File: config.mk
export PLATFORM = sky130hd
export DESIGN_NAME = buzzer_beep_pattern_sequencer
export DESIGN_NICKNAME = d
export VERILOG_FILES = /design/src/hw/rtl/bbps_pkg.sv /design/src/hw/rtl/buzzer_beep_pattern_sequencer.sv
export VERILOG_INCLUDE_DIRS = /design/src /design/src/hw/rtl
export SDC_FILE = /design/constraint.sdc
export NUM_CORES = 1
export LEC_CHECK = 0
export ABC_AREA = 1
export CAP_MARGIN = 20
export CELL_PAD_IN_SITES_DETAIL_PLACEMENT = 2
export CELL_PAD_IN_SITES_GLOBAL_PLACEMENT = 2
export CORE_ASPECT_RATIO = 0.6
export CORE_MARGIN = 1.5
export CORE_UTILIZATION = 39
export CTS_CLUSTER_SIZE = 40
export DETAILED_ROUTE_END_ITERATION = 16
export DONT_BUFFER_PORTS = 1
export GPL_TIMING_DRIVEN = 0
export PLACE_DENSITY_LB_ADDON = 0.1
export SLEW_MARGIN = 5
export SYNTH_ARGS = -nofsm -noshare
export SYNTH_HDL_FRONTEND = slang
export SYNTH_SLANG_ARGS = --single-unit
File: constraint.sdc
create_clock -name clk -period 14.4 [get_ports clk]
set_input_delay 2.88 -clock clk [delete_from_list [all_inputs] [get_ports clk]]
set_output_delay 2.88 -clock clk [all_outputs]
set_load 0.01 [all_outputs]
File: src/hw/rtl/buzzer_beep_pattern_sequencer_macros.svh
// Assertion macros shared by the buzzer sequencer RTL.
`ifndef BUZZER_BEEP_PATTERN_SEQUENCER_MACROS_SVH
`define BUZZER_BEEP_PATTERN_SEQUENCER_MACROS_SVH

// A condition that must hold at every clock edge outside reset.
`define BBPS_ASSERT_ALWAYS(name, clk, rst, cond, msg) \
  name: assert property (@(posedge clk) disable iff (rst) (cond)) else $error(msg);

// A condition in one cycle that implies another in the following cycle.
`define BBPS_ASSERT_NEXT(name, clk, rst, ante, cons, msg) \
  name: assert property (@(posedge clk) disable iff (rst) (ante) |=> (cons)) else $error(msg);

`endif

File: src/hw/rtl/bbps_pkg.sv
package bbps_pkg;

  typedef enum logic [1:0] {
    OP_TICK        = 2'd0,
    OP_START_TEST  = 2'd1,
    OP_START_ALARM = 2'd2,
    OP_STOP        = 2'd3
  } opcode_t;

  typedef enum logic [2:0] {
    MODE_IDLE  = 3'b001,
    MODE_TEST  = 3'b010,
    MODE_ALARM = 3'b100
  } mode_t;

  typedef enum logic [1:0] {
    START_NONE        = 2'd0,
    START_OK          = 2'd1,
    START_BUSY        = 2'd2,
    START_UNAVAILABLE = 2'd3
  } start_status_t;

  typedef enum logic [1:0] {
    FINISH_NONE      = 2'd0,
    FINISH_TEST_DONE = 2'd1,
    FINISH_STOPPED   = 2'd2,
    FINISH_ERROR     = 2'd3
  } finish_event_t;

  typedef enum logic [2:0] {
    REG_DEVICE_PRESENT  = 3'd0,
    REG_TEST_ON_MS      = 3'd1,
    REG_TEST_OFF_MS     = 3'd2,
    REG_ALARM_ON_MS     = 3'd3,
    REG_ALARM_OFF_MS    = 3'd4,
    REG_GROUP_PAUSE_MS  = 3'd5,
    REG_ALARM_LIMIT_MS  = 3'd6,
    REG_BEEPS_PER_GROUP = 3'd7
  } reg_index_t;

  localparam int unsigned RETRY_MS = 50;

  localparam logic [15:0] TEST_ON_RESET     = 16'd200;
  localparam logic [15:0] TEST_OFF_RESET    = 16'd200;
  localparam logic [15:0] ALARM_ON_RESET    = 16'd250;
  localparam logic [15:0] ALARM_OFF_RESET   = 16'd250;
  localparam logic [15:0] GROUP_PAUSE_RESET = 16'd1500;
  localparam logic [31:0] ALARM_LIMIT_RESET = 32'd60000;
  localparam logic [7:0]  BEEPS_RESET       = 8'd3;

endpackage

File: src/hw/rtl/buzzer_beep_pattern_sequencer.sv
// Buzzer pattern sequencer. Each request on the s_ side is either a one
// millisecond tick or a command (start test, start alarm, stop alarm), and
// each one produces exactly one result on the m_ side, carrying the buzzer
// level, the mode flags, the answer to a start and the finish event. A request
// is taken every clock cycle: the whole update is a single pass of adds and
// compares between the request and the result register, and a skid register
// behind the result register lets one more request in while a result is
// stalled, so the input only stalls when both hold unread results.
// Configuration is written through cfg_we/cfg_index/cfg_data; the user must
// write it only while no request is in flight: the block does not enforce it.
`include "buzzer_beep_pattern_sequencer_macros.svh"

module buzzer_beep_pattern_sequencer
  import bbps_pkg::*;
#(
  parameter int unsigned TIME_BITS = 32
) (
  input  logic        clk,
  input  logic        rst,
  input  logic        s_tvalid,
  output logic        s_tready,
  input  logic [7:0]  s_tdata,   // [0] drive_ok, [7:1] zero
  input  logic [1:0]  s_tuser,   // [1:0] opcode
  output logic        m_tvalid,
  input  logic        m_tready,
  output logic [7:0]  m_tdata,   // [0] buzzer_on, [1] pattern_active, [2] alarm_active,
                                 // [4:3] start_status, [6:5] finish_event, [7] zero
  input  logic        cfg_we,
  input  logic [2:0]  cfg_index,
  input  logic [31:0] cfg_data
);

  localparam int unsigned CMP_BITS = (TIME_BITS > 32) ? TIME_BITS : 32;

  typedef logic [TIME_BITS-1:0] time_t;

  // Configuration registers
  logic        device_present;
  logic [15:0] test_on_ms;
  logic [15:0] test_off_ms;
  logic [15:0] alarm_on_ms;
  logic [15:0] alarm_off_ms;
  logic [15:0] group_pause_ms;
  logic [31:0] alarm_limit_ms;
  logic [7:0]  beeps_per_group;

  always_ff @(posedge clk) begin
    if (rst) begin
      device_present  <= 1'b0;
      test_on_ms      <= TEST_ON_RESET;
      test_off_ms     <= TEST_OFF_RESET;
      alarm_on_ms     <= ALARM_ON_RESET;
      alarm_off_ms    <= ALARM_OFF_RESET;
      group_pause_ms  <= GROUP_PAUSE_RESET;
      alarm_limit_ms  <= ALARM_LIMIT_RESET;
      beeps_per_group <= BEEPS_RESET;
    end else if (cfg_we) begin
      case (reg_index_t'(cfg_index))
        REG_DEVICE_PRESENT:  device_present  <= cfg_data[0];
        REG_TEST_ON_MS:      test_on_ms      <= cfg_data[15:0];
        REG_TEST_OFF_MS:     test_off_ms     <= cfg_data[15:0];
        REG_ALARM_ON_MS:     alarm_on_ms     <= cfg_data[15:0];
        REG_ALARM_OFF_MS:    alarm_off_ms    <= cfg_data[15:0];
        REG_GROUP_PAUSE_MS:  group_pause_ms  <= cfg_data[15:0];
        REG_ALARM_LIMIT_MS:  alarm_limit_ms  <= cfg_data;
        REG_BEEPS_PER_GROUP: beeps_per_group <= cfg_data[7:0];
        default: ;
      endcase
    end
  end

  // Pattern state
  mode_t       mode, mode_next;
  logic        level, level_next;
  logic        stop_pending, stop_pending_next;
  logic [7:0]  beeps_begun, beeps_begun_next;
  time_t       time_now, time_now_next;
  time_t       next_edge, next_edge_next;
  time_t       alarm_begin, alarm_begin_next;

  start_status_t status;
  finish_event_t finish;

  logic    accept;
  opcode_t op;
  logic    drive_ok;

  time_t   tick_time;
  time_t   elapsed;
  time_t   edge_at;
  time_t   edge_diff;
  logic    is_alarm;
  logic    limit_hit;
  logic    stopping;
  logic    due;

  assign accept   = s_tvalid && s_tready;
  assign op       = opcode_t'(s_tuser);
  assign drive_ok = s_tdata[0];

  assign tick_time = time_now + time_t'(1);
  assign is_alarm  = (mode == MODE_ALARM);
  assign elapsed   = tick_time - alarm_begin;
  assign limit_hit = is_alarm && (CMP_BITS'(elapsed) >= CMP_BITS'(alarm_limit_ms));
  assign stopping  = stop_pending || limit_hit;
  assign edge_at   = limit_hit ? tick_time : next_edge;
  assign edge_diff = tick_time - edge_at;
  // The edge counts as reached while the wrapped distance to it is not negative.
  assign due       = !edge_diff[TIME_BITS-1];

  always_comb begin
    mode_next         = mode;
    level_next        = level;
    stop_pending_next = stop_pending;
    beeps_begun_next  = beeps_begun;
    time_now_next     = time_now;
    next_edge_next    = next_edge;
    alarm_begin_next  = alarm_begin;
    status            = START_NONE;
    finish            = FINISH_NONE;

    case (op)
      OP_TICK: begin
        time_now_next = tick_time;
        if (mode != MODE_IDLE) begin
          stop_pending_next = stopping;
          next_edge_next    = edge_at;
          if (stopping) begin
            if (due) begin
              if (!drive_ok) begin
                next_edge_next = tick_time + time_t'(RETRY_MS);
              end else begin
                finish = FINISH_STOPPED;
              end
            end
          end else if (due) begin
            if (level) begin
              if (!drive_ok) begin
                next_edge_next = tick_time + time_t'(RETRY_MS);
              end else begin
                level_next = 1'b0;
                if (beeps_begun >= beeps_per_group) begin
                  if (!is_alarm) begin
                    finish = FINISH_TEST_DONE;
                  end else begin
                    beeps_begun_next = '0;
                    next_edge_next   = tick_time + time_t'(group_pause_ms);
                  end
                end else begin
                  next_edge_next = tick_time +
                                   time_t'(is_alarm ? alarm_off_ms : test_off_ms);
                end
              end
            end else if (!drive_ok) begin
              finish = FINISH_ERROR;
            end else begin
              level_next       = 1'b1;
              beeps_begun_next = beeps_begun + 8'd1;
              next_edge_next   = tick_time + time_t'(is_alarm ? alarm_on_ms : test_on_ms);
            end
          end
          // Any finish event returns the sequencer to idle with the buzzer off.
          if (finish != FINISH_NONE) begin
            mode_next         = MODE_IDLE;
            level_next        = 1'b0;
            stop_pending_next = 1'b0;
            beeps_begun_next  = '0;
            next_edge_next    = '0;
            alarm_begin_next  = '0;
          end
        end
      end
      OP_START_TEST, OP_START_ALARM: begin
        if (!device_present) begin
          status = START_UNAVAILABLE;
        end else if (mode != MODE_IDLE) begin
          status = START_BUSY;
        end else if (!drive_ok) begin
          status = START_UNAVAILABLE;
        end else begin
          status            = START_OK;
          mode_next         = (op == OP_START_ALARM) ? MODE_ALARM : MODE_TEST;
          level_next        = 1'b0;
          stop_pending_next = 1'b0;
          beeps_begun_next  = '0;
          next_edge_next    = time_now;
          alarm_begin_next  = (op == OP_START_ALARM) ? time_now : '0;
        end
      end
      OP_STOP: begin
        if (is_alarm) begin
          stop_pending_next = 1'b1;
          next_edge_next    = time_now;
        end
      end
      default: ;
    endcase
  end

  always_ff @(posedge clk) begin
    if (rst) begin
      mode         <= MODE_IDLE;
      level        <= 1'b0;
      stop_pending <= 1'b0;
      beeps_begun  <= '0;
      time_now     <= '0;
      next_edge    <= '0;
      alarm_begin  <= '0;
    end else if (accept) begin
      mode         <= mode_next;
      level        <= level_next;
      stop_pending <= stop_pending_next;
      beeps_begun  <= beeps_begun_next;
      time_now     <= time_now_next;
      next_edge    <= next_edge_next;
      alarm_begin  <= alarm_begin_next;
    end
  end

  // Result register with a skid register behind it
  logic [7:0] result;
  logic [7:0] skid_data;
  logic       skid_valid;

  assign result = {1'b0, finish, status, (mode_next == MODE_ALARM),
                   (mode_next != MODE_IDLE), level_next};

  assign s_tready = !skid_valid;

  always_ff @(posedge clk) begin
    if (rst) begin
      m_tvalid   <= 1'b0;
      skid_valid <= 1'b0;
    end else if (m_tready || !m_tvalid) begin
      if (skid_valid) begin
        m_tvalid   <= 1'b1;
        skid_valid <= 1'b0;
      end else begin
        m_tvalid <= accept;
      end
    end else if (accept) begin
      skid_valid <= 1'b1;
    end
  end

  always_ff @(posedge clk) begin
    if (m_tready || !m_tvalid) begin
      if (skid_valid) begin
        m_tdata <= skid_data;
      end else if (accept) begin
        m_tdata <= result;
      end
    end else if (accept) begin
      skid_data <= result;
    end
  end

  `BBPS_ASSERT_ALWAYS(a_skid_behind_full, clk, rst, !skid_valid || m_tvalid, "skid register holds a result while the output is empty")
  `BBPS_ASSERT_ALWAYS(a_idle_quiet, clk, rst, (mode != MODE_IDLE) || (!level && !stop_pending), "idle sequencer has buzzer on or stop pending")
  `BBPS_ASSERT_ALWAYS(a_stop_only_alarm, clk, rst, !stop_pending || (mode == MODE_ALARM), "stop pending outside alarm mode")
  `BBPS_ASSERT_NEXT(a_stop_sets_pending, clk, rst, accept && (op == OP_STOP) && (mode == MODE_ALARM), stop_pending, "stop request in alarm did not set stop pending")
  `BBPS_ASSERT_ALWAYS(a_alarm_flags, clk, rst, !m_tvalid || !m_tdata[2] || m_tdata[1], "alarm flag set without pattern flag")

endmodule

# Yosys cells after proc, flatten, opt, wreduce, memory -nomap -nowiden
# Index checks and enable logic that the tools add are counted.
# Widths: inputs -> output; s select.
[word_totals]
ff_bits = 246
in_bits = 50
output_inout_bits = 10
elab_cells = 166
[classes]
n_addsub = 8
n_lt_le_gt_ge = 2
n_eq_ne = 25
muxes = 84
n_bitwise = 1
reduce_logical = 27
[op_table]
columns = ["operator", "count"]
rows = [
  ["$mux 32", 22],
  ["$add 32x16->32", 3],
  ["$mux 8", 12],
  ["$pmux 32 s3", 1],
  ["$pmux 32 s2", 1],
  ["$sub 32x32->32", 2],
  ["$add 32x1->32 const B", 1],
  ["$add 32x6->32 const B", 1],
  ["$ge 32x32->1", 1],
  ["$mux 16", 2],
  ["$mux 2", 14],
  ["$reduce_and 2->1", 11],
  ["$mux 1", 20],
  ["$eq 3x3->1 const B", 6],
  ["$mux 3", 6],
  ["$pmux 8 s2", 1],
  ["$mux 7", 2],
  ["$ne 2x2->1 const B", 6],
  ["$reduce_and 11->1", 1],
  ["$ne 3x3->1 const B", 3],
  ["$add 8x1->8 const B", 1],
  ["$ge 8x8->1", 1],
  ["$ne 4x4->1 const B", 2],
  ["$reduce_and 7->1", 1],
  ["17 further kinds", 26],
]

# Longest topological paths before layout
# Gate-level depths: netlist of run 1.
[logic_depth]
depth_word = 17
mapped_depth = 58
mapped_depth_nobuf = 56

# Least setup slack after synthesis of run 1
# OpenSTA, ideal clock, no wires.
[synth_path]
path_kind = "reg2reg"
start = "register time_now[0]"
end = "register m_tdata[1] (data pin)"
setup_time_ns = 0.253
arrival_ns = 7.435
required_time_ns = 14.147
setup_slack_ns = 6.712
stages_incl_launch_ff = 52
synth_period_minus_slack_ns = 7.688
path_cell_list = "dfxtp_1 -> ha_1 -> nand2_1 -> nor2_4 -> xor2_1 -> inv_1 -> ha_1 -> nand2_1 -> nor4_1 -> nor2_1 -> o21ai_0 -> a21oi_1 -> o21ai_0 -> nand3_1 -> nand2_1 -> nand2_1 -> nand2_1 -> a21oi_1 -> [... 16 more ...] -> inv_1 -> ha_1 -> a21oi_1 -> nor2_1 -> a211oi_1 -> o21a_1 -> o21ai_0 -> a21oi_1 -> nand2_1 -> nand2_1 -> nand3_1 -> nand2_1 -> buf_2 -> nand3_1 -> nand2_1 -> nand4_1 -> nand2_1 -> nand2_1"
[synth_via]
elab_chain_cells = 17
[synth_rtl]
columns = ["element", "line_no", "rtl"]
rows = [
  ["from (decl)", "buzzer_beep_pattern_sequencer.sv:77", "time_t time_now, time_now_next;"],
  ["from (signal assigned)", "buzzer_beep_pattern_sequencer.sv:214", "time_now <= time_now_next;"],
  ["$add 32x1->32 (*)", "buzzer_beep_pattern_sequencer.sv:101", "assign tick_time = time_now + time_t'(1);"],
  ["via tick_time[4]", "buzzer_beep_pattern_sequencer.sv:88", "time_t tick_time;"],
  ["$sub 32x32->32", "buzzer_beep_pattern_sequencer.sv:103", "assign elapsed = tick_time - alarm_begin;"],
  ["$ge 32x32->1", "buzzer_beep_pattern_sequencer.sv:104", "assign limit_hit = is_alarm && (CMP_BITS'(elapsed) >= CMP_BITS'(alarm_limit_ms));"],
  ["$logic_and 1x1->1", "buzzer_beep_pattern_sequencer.sv:104", ""],
  ["$mux 32", "buzzer_beep_pattern_sequencer.sv:106", "assign edge_at = limit_hit ? tick_time : next_edge;"],
  ["$sub 32x32->32", "buzzer_beep_pattern_sequencer.sv:107", "assign edge_diff = tick_time - edge_at;"],
  ["$mux 2 (on tied branches)", "buzzer_beep_pattern_sequencer.sv:136, buzzer_beep_pattern_sequencer.sv:129", ""],
  ["[... 3 more ...]", "n/a", ""],
  ["$reduce_bool 2->1 (*)", "buzzer_beep_pattern_sequencer.sv:163", "if (finish != FINISH_NONE) begin"],
  ["$mux 3 (*)", "buzzer_beep_pattern_sequencer.sv:163", ""],
  ["$mux 3 (*)", "buzzer_beep_pattern_sequencer.sv:125", "if (mode != MODE_IDLE) begin"],
  ["$pmux 3 s2 (*)", "buzzer_beep_pattern_sequencer.sv:122", "case (op)"],
  ["$ne 3x1->1 (*)", "buzzer_beep_pattern_sequencer.sv:226", "(mode_next != MODE_IDLE), level_next};"],
  ["via result[1]", "buzzer_beep_pattern_sequencer.sv:221", "logic [7:0] result;"],
  ["$mux 7 (*)", "buzzer_beep_pattern_sequencer.sv:250", "end else if (accept) begin"],
  ["$mux 7 (*)", "buzzer_beep_pattern_sequencer.sv:248", "if (skid_valid) begin"],
  ["to (signal assigned)", "buzzer_beep_pattern_sequencer.sv:249", "m_tdata <= skid_data;"],
  ["to (signal assigned)", "buzzer_beep_pattern_sequencer.sv:251", "m_tdata <= result;"],
  ["to (decl)", "buzzer_beep_pattern_sequencer.sv:26", "output logic [7:0] m_tdata,"],
]
# Mark *: on every way through the listed nets, which the timed path passes. The rest lies on a longest branch. The select of a mux whose other input is x is not followed.
# A chain may end at the register's enable or synchronous reset.

# Worst setup path after layout of run 1
[layout_path]
start = "register time_now[0]"
end = "register next_edge[24]"
[layout_via]
elab_chain_cells = 14
[layout_rtl]
columns = ["element", "line_no", "rtl"]
rows = [
  ["$add 32x1->32 (*)", "buzzer_beep_pattern_sequencer.sv:101", ""],
  ["via tick_time[4]", "buzzer_beep_pattern_sequencer.sv:88", ""],
  ["$sub 32x32->32", "buzzer_beep_pattern_sequencer.sv:103", ""],
  ["$ge 32x32->1", "buzzer_beep_pattern_sequencer.sv:104", ""],
  ["$logic_and 1x1->1", "buzzer_beep_pattern_sequencer.sv:104", ""],
  ["$mux 32", "buzzer_beep_pattern_sequencer.sv:106", ""],
  ["$sub 32x32->32 / $mux 32 (equally long branches)", "buzzer_beep_pattern_sequencer.sv:107, buzzer_beep_pattern_sequencer.sv:143", ""],
  ["$mux 2, or another cell as far along", "buzzer_beep_pattern_sequencer.sv:136", "end else if (due) begin"],
  ["$mux 2 / $mux 32 (equally long branches)", "buzzer_beep_pattern_sequencer.sv:128, buzzer_beep_pattern_sequencer.sv:138", ""],
  ["$mux 2 / $mux 32 (equally long branches)", "buzzer_beep_pattern_sequencer.sv:125, buzzer_beep_pattern_sequencer.sv:137", ""],
  ["$mux 2 / $mux 32 (equally long branches)", "buzzer_beep_pattern_sequencer.sv:122, buzzer_beep_pattern_sequencer.sv:136", ""],
  ["$reduce_bool 2->1 / $mux 32 (equally long branches)", "buzzer_beep_pattern_sequencer.sv:163, buzzer_beep_pattern_sequencer.sv:128", ""],
  ["$mux 32 (*)", "buzzer_beep_pattern_sequencer.sv:163", ""],
  ["$mux 32 (*)", "buzzer_beep_pattern_sequencer.sv:125", ""],
  ["$pmux 32 s3 (*)", "buzzer_beep_pattern_sequencer.sv:122", ""],
  ["to (signal assigned)", "buzzer_beep_pattern_sequencer.sv:215", "next_edge <= next_edge_next;"],
  ["to (decl)", "buzzer_beep_pattern_sequencer.sv:78", "time_t next_edge, next_edge_next;"],
]
# Marks and branches as above.

==> flow_metrics.tcl, run 1 <==
set metrics [dict create \
    register_area_um2 5060 \
    yosysMostFrequentCell "nand2_1" \
    synth-edff-count 14 \
    rrSetupSlack_ns 1.24 \
    holdPathStages 2 \
    die_w_um 292 \
    ir_drop_mv 0.0981 \
    antenna_found_initial 15 \
    io_pins 60 \
    post_drt_via_cell_ratio 6.29 \
    synth_cells 3040 \
    start_util_pct 39.6 \
    clock_latency_ns 0.62 \
    synthFlopType "dfxtp_1" \
    criticalPathCategory "flop to flop" \
    worst-path-max-fanout 10 \
    p_int_mw 1.41 \
    slew_headroom_pct 17.3 \
    path_buf_inv 9 \
    netSwitchingFraction_pct 42.3 \
    synth_top_cell_by_area "dfxtp_1" \
    status "complete, no violations" \
    fin_crit_sh_pct 91.4 \
    hold_path.startpoint "test_on_ms[3]" \
    finalCriticalPeriod_ns 13.16 \
    worstSetupStartpoint "time_now[0]" \
    required_ns 14.93 \
    fin_hold_ws_ns 0.463 \
    tightest_slew_ns 1.24 \
    dr.pass1.iters 6 \
    grt_pass1_wl_um 164000 \
    core_area_um2 49500 \
    cap_violations 0 \
    synth-seq-area-share_pct 25.8 \
    async_reset_ff_share_pct 0 \
    clkPwrFrac_pct 33.1 \
    setup_tns_ns 0 \
    syn_area_um2 19600 \
    cts_buffer_depth 3 \
    startpoint_type "flop" \
    wl_per_cell_um 30.0 \
    hold_end "test_on_ms[3]" \
    avgSynthCellArea_um2 6.45 \
    power_density_nw_per_um2 113 \
    drt-total-wl_um 113000 \
    first_iter_violations 2781 \
    hold_viol 0 \
    yosysUniqueCellTypes 62 \
    dp_hpwl_um 86400 \
    cts_tree "built" \
    final_nets 3290 \
    yosys_warnings 0 \
    rows 63 \
    slowest_delay_ns 0.71 \
    p_seq_share_pct 30.9 \
    crit_slowest_cell "clkbuf_1" \
    hold_path.class "flop to flop" \
    ctsResizeCount 0 \
    cpMostUsedCell "nand2_1" \
    cts_sinks 246 \
    die_area_um2 51700 \
    h-tree-depth 1 \
    design_area_um2 21500 \
    p_leak_nw 9.35 \
    p_comb_share_pct 36.0 \
    place.gp.congestion 0.995 \
    track_usage_pct 42.7 \
    crit_family "simple AND/OR/NAND/NOR gates" \
    p_sw_mw 1.03 \
    end_kind "flop" \
    fin_skew_ns 0.0334 \
    ant_nets 0 \
    yosys-top-cells-count "nand2_1, o21ai_0, nor2_1, a21oi_1, inv_1" \
    area_growth_pct 9.78 \
    grt_max_degree 16 \
    nFillCells 6051 \
    synth-seq-cells 246 \
    multi_input_area_um2 12800 \
    slew_violations 0 \
    drc 0 \
    cts.reportedPaths.clkPinSlew_ns 0.07 \
    hold_buffers 0 \
    root_buffer "clkbuf_16" \
    rsz0062_at_grt "false" \
    timing.rr.start "time_now[0]" \
    syn_nets 3252 \
    arrival_ns 13.68 \
    die_h_um 177 \
    reg2regPathDepth 49 \
    io_buffers 0 \
    vias 23600 \
    cts_buffers 28 \
    dpl-instance-area_um2 20500 \
    reg2reg_to "next_edge[24]" \
    drive_gt1_share_pct 5.26 \
    clock.fmax_mhz 76.0 \
    grt_pass1_vias 24600 \
    netlist.area_leader.share_pct 23.7 \
    setup_violations 0 \
    grt_overflow 0 \
    synthTopCellsByArea "dfxtp_1, nand2_1, ha_1, o21ai_0, a21oi_1" \
    cts_setup_buffers 0 \
]
-- layout by cell type, fill, tap and decap left out, types with 5 or more instances in the layout --
cell type and n:
inv_2 18, buf_1 15, inv_1 301, nand4_1 24, a211oi_1 11, xor2_2 12, nand2_1 683, xnor2_1 28
o22ai_1 8, o21ai_1 22, o211ai_1 45, clkinv_2 7, a21o_1 6, nor2_2 16, edfxtp_1 14, buf_2 13
o21a_1 18, clkinv_1 9, o31ai_1 8, nand2_2 6, o21ai_0 362, clkbuf_16 28, nand3_1 127, clkbuf_8 5
clkbuf_1 94, xor2_1 65, nor2_1 313, ha_1 158, a21oi_1 305, dfxtp_1 232, nor2_4 12, a31oi_1 18
o221ai_1 14, nor4_1 5, nor3_1 25, or2_2 7
-- area by class of cell --
class                      count  area share [%]
multi-input combinational   2341            59.6
sequential                   246            23.5
inverter                     328            5.72
tap                          650            3.78
clock buffer                  34            3.59
buffer                       125            2.32
clock inverter                18           0.994
timing repair buffer           8           0.418
antenna                        2          0.0232
-- per-stage QoR --
stage | util, % | power (mW) | std cells | worst slack, ns
global placement | 41.3 | 1.54 | 3690 | 2.33
CTS | 43.4 | 2.40 | 3747 | 1.64
global route | 43.5 | 2.53 | 3750 | 0.434
floorplan | - | 1.26 | 3040 | 6.71
detailed placement | 41.4 | 1.59 | 3695 | 2.12
finish | 43.5 | 2.44 | 3752 | 1.24
-- power by group through the flow --
stage / Combinational [mW] / Clock [mW] / Sequential, mW
3_3_place_gp: 0.775 / 0 / 0.763
2_1_floorplan: 0.509 / 0 / 0.754
5_1_grt: 0.938 / 0.834 / 0.756
3_5_place_dp: 0.825 / 0 / 0.766
6_report: 0.879 / 0.808 / 0.754
4_1_cts: 0.844 / 0.804 / 0.752
-- per-layer routing --
| layer | wire length (um) | GRT usage, % | up-vias |
|---|---|---|---|
| met5 | 55 | 0 | - |
| met4 | 2800 | 10.9 | 8 |
| met3 | 13600 | 12.8 | 216 |
| met2 | 46100 | 63.4 | 1198 |
| met1 | 50100 | 59.7 | 12000 |
| li1 | - | - | 10200 |
-- worst min-delay path, cell delays in order (launching register included) --
cell     delay (ns)
dfxtp_1        0.33
nand2_1        0.05
nand3_1        0.05
-- state kept, by name (all words and copies together), names as in the netlist, 8 cells and up --
signal / cells
beeps_begun: 8
time_now: 32
test_on_ms: 16
group_pause_ms: 16
next_edge: 32
alarm_begin: 32
alarm_off_ms: 16
test_off_ms: 16
beeps_per_group: 8
alarm_limit_ms: 32
alarm_on_ms: 16
-- cell families (layout without fill, tap and decap cells) --
group | after synthesis | count (layout) | synth area share [%]
AOI/OAI and AO/OA | 837 | 837 | 23.4
buffers and inverters | 453 | 513 | 8.82
and+or+nand+nor | 1235 | 1235 | 26.4
adders and majority gates | 162 | 162 | 10.5
xor gates and xnor gates | 105 | 105 | 5.03
DFF | 246 | 246 | 25.8
other | 1 | 3 | 0.0191
muxes | 1 | 1 | 0.0510
-- worst max path at each step --
stage          cells after the start            end  slack [ns]
2_1_floorplan                     51     m_tdata[1]        6.71
3_3_place_gp                      45  next_edge[24]        2.33
3_5_place_dp                      45  next_edge[24]        2.12
4_1_cts                           45  next_edge[24]        1.64
5_1_grt                           49  next_edge[24]        0.43
6_report                          49  next_edge[24]        1.24
No activity file was read; power rests on OpenSTA's default activity.
==> inputs of run 2 (changes only) <==
Settings changed: CELL_PAD_IN_SITES_DETAIL_PLACEMENT 2 to 1, REMOVE_ABC_BUFFERS from default to 1.
==> run 2 against run 1 <==
Net effect:
- count of clock-buffer cells in the layout rose by 1
- non-clock buffer count decreased by 106
- final area is 0.50% lower
- setup slack improved by 0.0062 ns
- core utilization fell by 0.22 points
- first-iteration DRC count is 25% lower
- critical path type unchanged
- largest cell class unchanged
- clock power decreased by 2.6%
- via count shrank 9.0%
- largest power group unchanged
- sequential power barely moved
- global-route usage is 10 points lower
==> flow_metrics.tcl, run 2 (synthesis gave the netlist of run 1 again) <==
set metrics [dict create \
    required_ns 14.74 \
    grt_max_degree 100 \
    root_buffer "clkbuf_16" \
    power_density_nw_per_um2 109 \
    track_usage_pct 32.5 \
    hold_buffers 0 \
    cts.reportedPaths.clkPinSlew_ns 0.06 \
    end_kind "flop" \
    holdPathStages 2 \
    hold_path.class "flop to flop" \
    slowest_delay_ns 0.90 \
    fin_crit_sh_pct 91.3 \
    wl_per_cell_um 23.5 \
    timing.rr.start "time_now[0]" \
    criticalPathCategory "flop to flop" \
    cap_violations 0 \
    crit_family "simple AND/OR/NAND/NOR gates" \
    cts_tree "built" \
    hold_viol 0 \
    setup_violations 0 \
    grt_pass1_wl_um 129000 \
    register_area_um2 5070 \
    p_total_mw 2.33 \
    start_util_pct 39.6 \
    fin_skew_ns 0.0206 \
    final_nets 3185 \
    mostFrequentLayoutCells "nand2_1, o21ai_0, nor2_1" \
    grt_overflow 0 \
    status "complete, no violations" \
    cts_setup_buffers 0 \
    antenna_found_initial 0 \
    first_iter_violations 2099 \
    die_w_um 292 \
    core_area_um2 49500 \
    arrival_ns 13.49 \
    drt-total-wl_um 85500 \
    clock_latency_ns 0.62 \
    slew_headroom_pct 20.1 \
    drive_gt1_share_pct 5.71 \
    place_inst 3590 \
    reg2regPathDepth 55 \
    grt_pass1_vias 21000 \
    hold_path.startpoint "alarm_limit_ms[17]" \
    nFillCells 6450 \
    dpl-instance-area_um2 20400 \
    rsz0062_at_grt "false" \
    cpMostUsedCell "nand2_1" \
    ir_drop_mv 0.0879 \
    io_pins 60 \
    path_buf_inv 9 \
    ctsResizeCount 0 \
    rrSetupSlack_ns 1.25 \
    cts_sinks 246 \
    setup_tns_ns 0 \
    place.gp.congestion 0.951 \
    worst-path-max-fanout 27 \
    hold_end "alarm_limit_ms[17]" \
    finalCriticalPeriod_ns 13.15 \
    diodes 0 \
    tightest_slew_ns 1.19 \
    reg2reg_to "m_tdata[0]" \
    dr.pass1.iters 5 \
    startpoint_type "flop" \
    die_h_um 177 \
    cts_buffers 29 \
    post_drt_via_cell_ratio 5.89 \
    drc 0 \
    ant_nets 0 \
    slew_violations 0 \
    dp_hpwl_um 64600 \
    clock.fmax_mhz 76.0 \
    layout_commonest_cell "nand2_1" \
    cts_buffer_depth 3 \
    final_cells 3646 \
    vias 21500 \
    area_growth_pct 9.23 \
    h-tree-depth 1 \
    io_buffers 0 \
    p_leak_nw 9.31 \
    rows 63 \
    fin_hold_ws_ns 0.463 \
    design_area_um2 21400 \
    die_area_um2 51700 \
    multi_input_area_um2 12900 \
    crit_slowest_cell "o21ai_0" \
]
==> run 2: changes by cell type in the layout (fill, tap and decap cells not counted), sizes merged <==
cell    previous run  this run
clkbuf           129        35
buf               38        27
clkinv            18        20
diode              2         0
inv              323       322
==> run 2: layout make-up <==
| class | count | area share [%] |
|---|---|---|
| clock buffers | 35 | 3.54 |
| clock inverters | 19 | 0.946 |
| inverters | 328 | 5.77 |
| multi-input cells | 2341 | 60.0 |
| flip-flops and latches | 246 | 23.6 |
| well taps | 650 | 3.80 |
| repair buffers | 27 | 2.30 |
==> run 2: worst register-to-register path, delay by kind of cell (launching register included) <==
| kind | cells | cell delay [ns] |
|---|---|---|
| DFF | 1 | 0.58 |
| AOI/OAI and AO/OA | 8 | 2.74 |
| buffers and inverters | 9 | 2.38 |
| xor gates and xnor gates | 2 | 0.47 |
| adders and majority gates | 4 | 1.29 |
| and+or+nand+nor | 32 | 5.47 |
==> run 2: how the worst max path moves through the flow <==
stage	from	end	slack, ns	depth (start not counted)
CTS	time_now[0]	m_tdata[0]	1.62	54
global route	time_now[0]	m_tdata[0]	0.78	55
floorplan	time_now[0]	alarm_begin[0]	5.80	47
finish	time_now[0]	m_tdata[0]	1.25	55
detailed placement	time_now[0]	m_tdata[0]	1.67	54
global placement	mode[1]	next_edge[26]	-1.28	6
==> run 2: per-stage QoR <==
step	utilization (%)	worst slack [ns]
2_1_floorplan	-	5.80
3_3_place_gp	40.3	-1.28
3_5_place_dp	41.3	1.67
4_1_cts	43.2	1.62
5_1_grt	43.3	0.783
6_report	43.3	1.25
==> run 2: metal layers <==
metal  global-route usage (%)  up-vias  share of wire [%]
met2                     45.3      777                 39
met5                     1.41        -               0.11
met4                     6.82        2                1.8
met3                     5.80       88                8.7
met1                     50.8    10600                 51
li1                         -    10000                  -
==> run 2: where the power goes <==
part	internal, mW	switching [mW]	total (mW)
Combinational	0.249	0.541	0.789
Sequential	0.723	0.0296	0.753
Clock	0.433	0.354	0.787
